**config.mk**
```make
export PLATFORM = sky130hd
export DESIGN_NAME = max_priority_queue_top
export DESIGN_NICKNAME = d
export VERILOG_FILES = /design/src/hw/rtl/mpq_pkg.sv /design/src/hw/rtl/mpq_cell.sv /design/src/hw/rtl/max_priority_queue_top.sv
export SDC_FILE = /design/constraint.sdc
export NUM_CORES = 2
export LEC_CHECK = 0
export ABC_CLOCK_PERIOD_IN_PS = 12200
export BUFFER_PORTS_ARGS = -buffer_cell sky130_fd_sc_hd__clkbuf_2
export CAP_MARGIN = 15
export CORE_MARGIN = 3
export CORE_UTILIZATION = 45
export CTS_BUF_LIST = sky130_fd_sc_hd__clkbuf_4
export DETAILED_ROUTE_END_ITERATION = 6
export PLACE_DENSITY = 0.65
export SLEW_MARGIN = 20
export SYNTH_ARGS = -nofsm -noshare
export SYNTH_HDL_FRONTEND = slang
export SYNTH_SLANG_ARGS = --single-unit
```
**constraint.sdc**
```tcl
create_clock -name clk -period 12.2 [get_ports clk]
set_input_delay 1.83 -clock clk [delete_from_list [all_inputs] [get_ports clk]]
set_output_delay 1.83 -clock clk [all_outputs]
set_load 0.005 [all_outputs]
```
**src/hw/rtl/mpq_pkg.sv**
```systemverilog
// ----------------------------------------------------------------------------
// mpq_pkg
// Shared types, codes and sizes for the max-priority queue.
// ----------------------------------------------------------------------------
package mpq_pkg;

  localparam int DEPTH_DEFAULT = 16;
  localparam int VALUE_W       = 32;
  localparam int PRI_W         = 16;
  localparam int OCC_W         = 5;
  localparam int STATUS_W      = 2;
  localparam int IN_DATA_W     = 48;
  localparam int OUT_DATA_W    = 40;

  typedef enum logic {
    OP_INSERT = 1'b0,
    OP_REMOVE = 1'b1
  } opcode_t;

  typedef enum logic [STATUS_W-1:0] {
    ST_OK    = 2'd0,
    ST_EMPTY = 2'd1,
    ST_FULL  = 2'd2
  } status_t;

  typedef struct packed {
    logic                      valid;
    logic [PRI_W-1:0]          pri;
    logic signed [VALUE_W-1:0] value;
  } entry_t;

  typedef struct packed {
    logic                      en;
    opcode_t                   op;
    logic [PRI_W-1:0]          pri;
    logic signed [VALUE_W-1:0] value;
  } cmd_t;

endpackage

```
**src/hw/rtl/mpq_cell.sv**
```systemverilog
// ----------------------------------------------------------------------------
// mpq_cell
// One slot of the sorted chain: holds an entry, keeps it, takes the new word,
// or takes a neighbor's entry.
// ----------------------------------------------------------------------------
module mpq_cell (
  input  logic          clk,
  input  logic          rst,
  input  mpq_pkg::cmd_t   cmd,
  input  mpq_pkg::entry_t left,
  input  logic          left_stay,
  input  mpq_pkg::entry_t right,
  output mpq_pkg::entry_t cur,
  output logic          stay
);
  import mpq_pkg::*;

  logic                      valid;
  logic [PRI_W-1:0]          pri;
  logic signed [VALUE_W-1:0] value;
  entry_t                    cur_next;

  assign cur  = '{valid: valid, pri: pri, value: value};
  assign stay = valid && (pri > cmd.pri);

  always_comb begin
    cur_next = cur;
    if (cmd.en) begin
      if (cmd.op == OP_REMOVE) begin
        cur_next = right;
      end else if (!stay) begin
        if (left_stay) begin
          cur_next = '{valid: 1'b1, pri: cmd.pri, value: cmd.value};
        end else begin
          cur_next = left;
        end
      end
    end
  end

  always_ff @(posedge clk) begin
    if (rst) begin
      valid <= 1'b0;
    end else begin
      valid <= cur_next.valid;
    end
  end

  always_ff @(posedge clk) begin
    pri   <= cur_next.pri;
    value <= cur_next.value;
  end

endmodule

```
**src/hw/rtl/max_priority_queue_top.sv**
```systemverilog
// ----------------------------------------------------------------------------
// max_priority_queue_top
// Bounded max-priority queue built as a sorted chain of cells; cell 0 holds
// the highest priority, newest first among equal priorities.
//
//   channel | dir | tdata (low bit up)                      | tuser
//   s_*     | in  | item_value[31:0], item_priority[47:32]  | opcode[0]
//   m_*     | out | removed_value[31:0], status[33:32],     | -
//           |     | occupancy[38:34], zero[39]              |
//
// One word per cycle unless a result stalls in the output register: each
// cell decides in parallel from its own entry, its neighbors and the broadcast word.
// The result appears in the output register the cycle after acceptance.
// s_tready drops only while a result waits in the output register.
// Reset empties the queue at once by clearing the cell valid bits.
// ----------------------------------------------------------------------------
module max_priority_queue_top #(
  parameter int DEPTH = mpq_pkg::DEPTH_DEFAULT
) (
  input  logic                           clk,
  input  logic                           rst,
  input  logic                           s_tvalid,
  output logic                           s_tready,
  input  logic [mpq_pkg::IN_DATA_W-1:0]  s_tdata,   // item_value, item_priority
  input  logic                           s_tuser,   // opcode
  output logic                           m_tvalid,
  input  logic                           m_tready,
  output logic [mpq_pkg::OUT_DATA_W-1:0] m_tdata    // removed_value, status, occupancy
);
  import mpq_pkg::*;

  localparam int CW = $clog2(DEPTH + 1);

  logic                      accept;
  opcode_t                   op;
  logic                      empty;
  logic                      full;
  logic                      op_ok;
  cmd_t                      cmd;
  logic [CW-1:0]             cnt;
  logic [CW-1:0]             cnt_next;
  logic [CW+OCC_W-1:0]       cnt_ext;
  entry_t                    ent [DEPTH];
  logic [DEPTH-1:0]          stay_v;
  logic [DEPTH-1:0]          valid_vec;
  logic signed [VALUE_W-1:0] out_value;
  status_t                   out_status;
  logic [OCC_W-1:0]          out_occ;

  assign s_tready = !m_tvalid || m_tready;
  assign accept   = s_tvalid && s_tready;
  assign op       = opcode_t'(s_tuser);
  assign empty    = (cnt == '0);
  assign full     = (cnt == CW'(DEPTH));
  assign op_ok    = (op == OP_INSERT) ? !full : !empty;

  assign cmd = '{en:    accept && op_ok,
                 op:    op,
                 pri:   s_tdata[VALUE_W +: PRI_W],
                 value: s_tdata[VALUE_W-1:0]};

  genvar gi;
  generate
    for (gi = 0; gi < DEPTH; gi++) begin : g_cell
      entry_t left_e;
      logic   left_s;
      entry_t right_e;
      if (gi == 0) begin : g_head
        assign left_e = '0;
        assign left_s = 1'b1;
      end else begin : g_body
        assign left_e = ent[gi-1];
        assign left_s = stay_v[gi-1];
      end
      if (gi == DEPTH - 1) begin : g_tail
        assign right_e = '0;
      end else begin : g_inner
        assign right_e = ent[gi+1];
      end
      mpq_cell u_cell (
        .clk       (clk),
        .rst       (rst),
        .cmd       (cmd),
        .left      (left_e),
        .left_stay (left_s),
        .right     (right_e),
        .cur       (ent[gi]),
        .stay      (stay_v[gi])
      );
      assign valid_vec[gi] = ent[gi].valid;
    end
  endgenerate

  always_comb begin
    cnt_next = cnt;
    if (cmd.en) begin
      if (op == OP_INSERT) begin
        cnt_next = cnt + 1'b1;
      end else begin
        cnt_next = cnt - 1'b1;
      end
    end
  end

  assign cnt_ext = {{OCC_W{1'b0}}, cnt_next};

  always_ff @(posedge clk) begin
    if (rst) begin
      cnt      <= '0;
      m_tvalid <= 1'b0;
    end else begin
      cnt <= cnt_next;
      if (accept) begin
        m_tvalid <= 1'b1;
      end else if (m_tready) begin
        m_tvalid <= 1'b0;
      end
    end
  end

  always_ff @(posedge clk) begin
    if (accept) begin
      out_occ <= cnt_ext[OCC_W-1:0];
      if (op == OP_REMOVE) begin
        out_value  <= empty ? '0 : ent[0].value;
        out_status <= empty ? ST_EMPTY : ST_OK;
      end else begin
        out_value  <= '0;
        out_status <= full ? ST_FULL : ST_OK;
      end
    end
  end

  assign m_tdata = {1'b0, out_occ, out_status, out_value};

`ifndef ASSERT_OFF
  a_count_matches : assert property (@(posedge clk) disable iff (rst)
    $countones(valid_vec) == int'(cnt))
    else $error("occupancy count differs from valid cells");

  a_head_when_nonempty : assert property (@(posedge clk) disable iff (rst)
    !empty |-> ent[0].valid)
    else $error("non-empty queue with invalid head cell");

  a_empty_status : assert property (@(posedge clk) disable iff (rst)
    m_tvalid && (out_status == ST_EMPTY) |-> empty)
    else $error("empty status while queue holds entries");

  a_hold_input : assert property (@(posedge clk) disable iff (rst)
    m_tvalid && !m_tready |=> $stable(cnt))
    else $error("queue changed while result stalled");

  generate
    for (gi = 0; gi < DEPTH - 1; gi++) begin : g_chk
      a_sorted : assert property (@(posedge clk) disable iff (rst)
        ent[gi+1].valid |-> (ent[gi].valid && (ent[gi].pri >= ent[gi+1].pri)))
        else $error("chain out of priority order");
    end
  endgenerate
`endif

endmodule

```
Word level (Yosys, flattened, before mapping)
Cells that the tools add are included.
- add/sub/neg operators: 2
- multipliers: 0
- div/mod/pow operators: 0
- magnitude comparators: 16
- equality and inequality tests: 17
- shift-type cells: 0
- mux-type cells: 55
- bitwise gates (word level): 1
- reductions and logical operators: 41
- operators with widths (kind ; count):
    49-bit two-way mux ; 47
    16-bit > comparator ; 16
    2-bit inequality test, second input constant ; 16
    2-bit AND reduction ; 16
    1-bit logical AND ; 18
    5-bit two-way mux ; 2
    5-bit by 1-bit adder with 5-bit output, second input constant ; 1
    5-bit equality test, second input constant ; 1
    5-bit zero test ; 1
    5-bit by 1-bit subtractor with 5-bit output, second input constant ; 1
    1-bit two-way mux ; 4
    2-bit two-way mux ; 2
    1-bit zero test ; 3
    2-bit nonzero test ; 1
    2-bit OR reduction ; 1
    1-bit logical OR ; 1
    1-bit inverter ; 1
- flip-flop bits (word level): 829
- latch bits: 0
- memory bits (writable): 0
- ROM bits: 0
- input bits: 53
- output and inout bits: 42
- word-level logic and storage cells: 185
- memories: 0

Longest topological paths before layout
- word-level depth: 5
- mapped depth: 12
- mapped depth without buffers: 8

Modules after synthesis
From an unflattened synthesis, not the netlist that was laid out.
- cells, all modules: 4511
- area total of the unflattened synthesis: 48940.7 µm²
- by module, submodules not included (module ; instances ; cells each ; area each (µm²) ; sequential area each (µm²)):
    mpq_cell at g_cell[0].u_cell ... ; 9 ; 274 ; 2964.1 ; 1461.4
    mpq_cell at g_cell[3].u_cell ... ; 7 ; 273 ; 2911.5 ; 1461.4
    max_priority_queue_top ; 1 ; 134 ; 1883.1 ; 1291.2

Least setup slack after synthesis
Ideal clock, no wire load.
- path kind: input-to-reg
- start point: input s_tdata[47] (netlist name)
- end point: register g_cell[3].u_cell.pri[0] (enable)
- library setup time: 0.482 ns
- arrival: 6.131 ns
- data required time: 11.718 ns
- slack: 5.587 ns
- cell stages on the path: 9
- path buffers: 3
- cells stage by stage: inv_1 ha_1 nand4_1 or4_1 and2_1 clkbuf_1 buf_2 buf_2 a31oi_1
- word-level cells in the longest chain between the ends: 4
- ends and longest elaborated chain (item ; RTL line ; source):
    start, declared ; max_priority_queue_top.sv:24 ; input logic [mpq_pkg::IN_DATA_W-1:0] s_tdata,
    16-bit > comparator ; mpq_cell.sv:24 ; assign stay = valid && (pri > cmd.pri);
    1-bit logical AND ; mpq_cell.sv:24 ;
    2-bit inequality test (no source line) ; - ;
    2-bit AND reduction (no source line) ; - ;
    end signal, assigned ; mpq_cell.sv:50 ; pri <= cur_next.pri;
    end, declared ; mpq_cell.sv:19 ; logic [PRI_W-1:0] pri;
Every way passes these cells.
A chain may end at the register's enable or synchronous reset.

Worst setup path after layout
- start point: input s_tdata[43] (netlist name)
- end point: register g_cell[2].u_cell.pri[3] (enable)
- word-level cells in the longest chain between the ends: 4
- ends and longest elaborated chain (item ; RTL line):
    16-bit > comparator ; mpq_cell.sv:24
    1-bit logical AND ; mpq_cell.sv:24
    2-bit inequality test (no source line) ; -
    2-bit AND reduction (no source line) ; -
    end signal, assigned ; mpq_cell.sv:50
    end, declared ; mpq_cell.sv:19
Every way passes these cells.

==> results.sh <==
export IMPL_outcome="finished, violations left"
export IMPL_violations="design-rule violations"
export IMPL_grt_pass1_wl_um=246000
export IMPL_p_int_mw=5.64
export IMPL_start_util_pct=45.4
export IMPL_power_frac_clock_pct=28.6
export IMPL_setup_viol=0
export IMPL_synth_largest_area_cell="edfxtp_1"
export IMPL_async_flop_share_pct=0
export IMPL_drive_gt1_share_pct=13.5
export IMPL_crit_end="g_cell[2].u_cell.pri[3]$_DFFE_PP_"
export IMPL_p_seq_share_pct=49.5
export IMPL_via_count=38900
export IMPL_r2r_slack_ps=7230
export IMPL_cts_root_buf="clkbuf_4"
export IMPL_yosys_warnings=0
export IMPL_track_usage_pct=30.7
export IMPL_drt_pass1_iter_count=7
export IMPL_die_x_um=327
export IMPL_synthSimpleGateAreaFrac_pct=11.5
export IMPL_synth_xor_area_share_pct=0.0945
export IMPL_hp_class="register to register"
export IMPL_cts_sinks=829
export IMPL_r2r_start="g_cell[2].u_cell.pri[9]$_DFFE_PP_"
export IMPL_maxCapViolCount=0
export IMPL_rr_worst_depth=7
export IMPL_synth_distinct_cells=56
export IMPL_coreArea_mm2=0.102
export IMPL_final_common_cell="edfxtp_1"
export IMPL_synth_top_family_by_area="compound AO/OA/AOI/OAI gates"
export IMPL_routed_wl_um=169000
export IMPL_syn_cell_area_mm2=0.0463
export IMPL_hold_viol=0
export IMPL_ios=95
export IMPL_post_cts_repair_setup_buffers=0
export IMPL_start_kind="input port"
export IMPL_timing_final_ws_setup_ps=6090
export IMPL_synth_ff_type="edfxtp_1"
export IMPL_power_density_mw_per_mm2=166
export IMPL_p_leak_nw=20.3
export IMPL_cp_data_arrival_time_ps=6820
export IMPL_vias_per_cell=6.69
export IMPL_critPathRequiredTime_ps=12910
export IMPL_drt_iter0_drc=5619
export IMPL_synth_top_cell_area_share_pct=52.3
export IMPL_ir_drop_mv=0.0906
export IMPL_wl_per_cell_um=29.1
export IMPL_synth_cells=4282
export IMPL_antenna_found_initial=17
export IMPL_hold_buffers=0
export IMPL_finClkSkew_ps=59.5
export IMPL_synth_area_mux_share_pct=1.63
export IMPL_cts_buffer_depth=3
export IMPL_finalPower_mw=8.42
export IMPL_crit_path_end_kind="register"
export IMPL_p_comb_share_pct=21.8
export IMPL_area_delta_synth_final_pct=9.16
export IMPL_detail_route_antenna_nets=0
export IMPL_critical_path_class="input port to register"
export IMPL_ys_seq_elements=829
export IMPL_synth_compound_area_share_pct=22.7
export IMPL_cp_startpoint="s_tdata[43]"
export IMPL_p_sw_share_pct=33.0
export IMPL_critPathMaxFanout=28
export IMPL_dp_hpwl_um=97700
export IMPL_drv_slew=0
export IMPL_cts_tree="yes"
export IMPL_worst_slew_pin_slew_ps=1270
export IMPL_numCtsBuffers=215
export IMPL_finalSetupTns_ps=0
export IMPL_r2r_end="g_cell[2].u_cell.pri[3]$_DFFE_PP_"
export IMPL_die_h_um=327
export IMPL_power_switching_mw=2.78
export IMPL_grt_pass1_vias=37100
export IMPL_dp_slack_ps=5210
export IMPL_clock_latency_ps=1120
export IMPL_final_cell_mix="edfxtp_1 (807), nand2_1 (717), a21oi_1 (622), a2bb2oi_1 (517), clkbuf_4 (315)"
export IMPL_avgSynthCellArea_um2=10.8
export IMPL_fin_nets=4583
export IMPL_grt_ovfl_total=0
export IMPL_die_area_mm2=0.107
export IMPL_clock_fmax_mhz=164
export IMPL_synthesis_nets=4595
export IMPL_n_fill_cell=9246
export IMPL_period_share_pct=50.1
export IMPL_cts_resized=0
export IMPL_io_buffers=93
export IMPL_h_tree_depth=4
export IMPL_period_needed_ps=6110
export IMPL_drcViolationCount=9
export IMPL_rsz0062_at_grt="false"
export IMPL_yosysSeqAreaShare_pct=53.3
export IMPL_place_congestion=0.932
export IMPL_synth_area_leaders="edfxtp_1 (52%), a2bb2oi_1 (9.8%), ha_1 (7.0%), a21oi_1 (6.8%), nand2_1 (5.8%)"
export IMPL_slew_headroom_pct=14.5
export IMPL_whs_ps=507
export IMPL_cts_reportedPaths_clkPinSlew_ps=60
export IMPL_num_rows=117
export IMPL_synth_fa_ha_area_share_pct=7.04
export IMPL_utilization_pct=49.6
export IMPL_synth_edf_count=807
export IMPL_grt_max_degree=211
-- flip-flops by register name, summed over array words and instances, names as in the netlist --
name                 flops
cnt                      5
g_cell.u_cell.pri      256
g_cell.u_cell.valid     16
g_cell.u_cell.value    512
m_tvalid                 1
out_occ                  5
out_status               2
out_value               32
-- layout make-up --
| class | count | area, um^2 | share of cell area [%] |
|---|---|---|---|
| sequential | 829 | 24700 | 48.8 |
| multi-input combinational | 3016 | 20300 | 40.1 |
| clock buffer | 315 | 2360 | 4.68 |
| tap | 1368 | 1710 | 3.38 |
| timing repair buffer | 164 | 1070 | 2.11 |
| clock inverter | 59 | 256 | 0.507 |
| inverter | 44 | 173 | 0.341 |
| antenna | 12 | 30.0 | 0.0594 |
-- cells in the mapped netlist, types with 2 or more instances --
master and instances:
edfxtp_1 807, nand2_1 717, a21oi_1 633, a2bb2oi_1 517, clkbuf_1 283, ha_1 259
nand3_1 187, a32oi_1 144, nor2b_1 100, nor2_1 63, a21o_1 61, buf_2 58
nand4_1 54, buf_1 46, inv_1 43, and2_1 36, mux2_2 28, a21boi_0 22
dfxtp_1 22, mux2_4 20, o21ai_0 18, o211ai_1 15, a22oi_1 14, mux2i_1 14
and4_1 12, o31a_1 12, a221o_1 11, a221oi_1 11, o31ai_1 11, nor3_1 10
or4_1 6, a211oi_1 4, a31oi_1 4, a2111o_1 3, a31o_2 3, a41oi_1 3
buf_4 3, nor4_1 3, o221a_2 3, xnor2_1 3, and3_1 2, buf_12 2
xor2_1 2
-- critical path: stages --
cell,delay [ps]
clkbuf_2,270
inv_1,430
ha_1,490
nand4_1,220
nor4_1,1110
a21boi_0,560
o31a_2,300
a21oi_4,860
buf_4,720
-- worst min-delay path by stage --
stage	depth (start not counted)	slack, ps	to	from
6_report	2	510	cnt[3]$_SDFF_PP0_	cnt[3]$_SDFF_PP0_
5_1_grt	2	550	cnt[3]$_SDFF_PP0_	cnt[3]$_SDFF_PP0_
4_1_cts	2	510	cnt[3]$_SDFF_PP0_	cnt[3]$_SDFF_PP0_
3_5_place_dp	2	500	cnt[3]$_SDFF_PP0_	cnt[3]$_SDFF_PP0_
3_3_place_gp	2	490	cnt[3]$_SDFF_PP0_	cnt[3]$_SDFF_PP0_
2_1_floorplan	2	470	cnt[3]$_SDFF_PP0_	cnt[3]$_SDFF_PP0_
-- through the flow --
stage	area, um^2	std cells
floorplan	46300	4282
global placement	47900	5420
detailed placement	47900	5421
CTS	50500	5795
global route	50600	5800
finish	50600	5807
-- power by group through the flow --
stage / combinational [mW] / sequential, mW / clock, mW
2_1_floorplan: 1.18 / 4.09 / 0
5_1_grt: 1.98 / 4.21 / 2.57
4_1_cts: 1.79 / 4.15 / 2.43
6_report: 1.84 / 4.17 / 2.41
3_3_place_gp: 1.75 / 4.21 / 0
3_5_place_dp: 1.79 / 4.21 / 0
-- per-layer routing --
metal / share of wire [%] / up-vias / wire length [um] / track usage [%]
li1: - / 16600 / - / -
met1: 40 / 19000 / 67900 / 43.1
met3: 13 / 425 / 21800 / 8.12
met2: 43 / 2780 / 72400 / 44.8
met4: 4.1 / 4 / 6870 / 12.8
met5: 0.013 / - / 22 / 0
-- logic make-up after synthesis --
group / count (synthesis)
xor+xnor: 5
simple gates: 1194
other cells: 1
fa+ha+maj: 260
buf+inv: 437
compound gates: 1494
flops: 829
mux: 62
No activity file was read; power rests on OpenSTA's default activity.
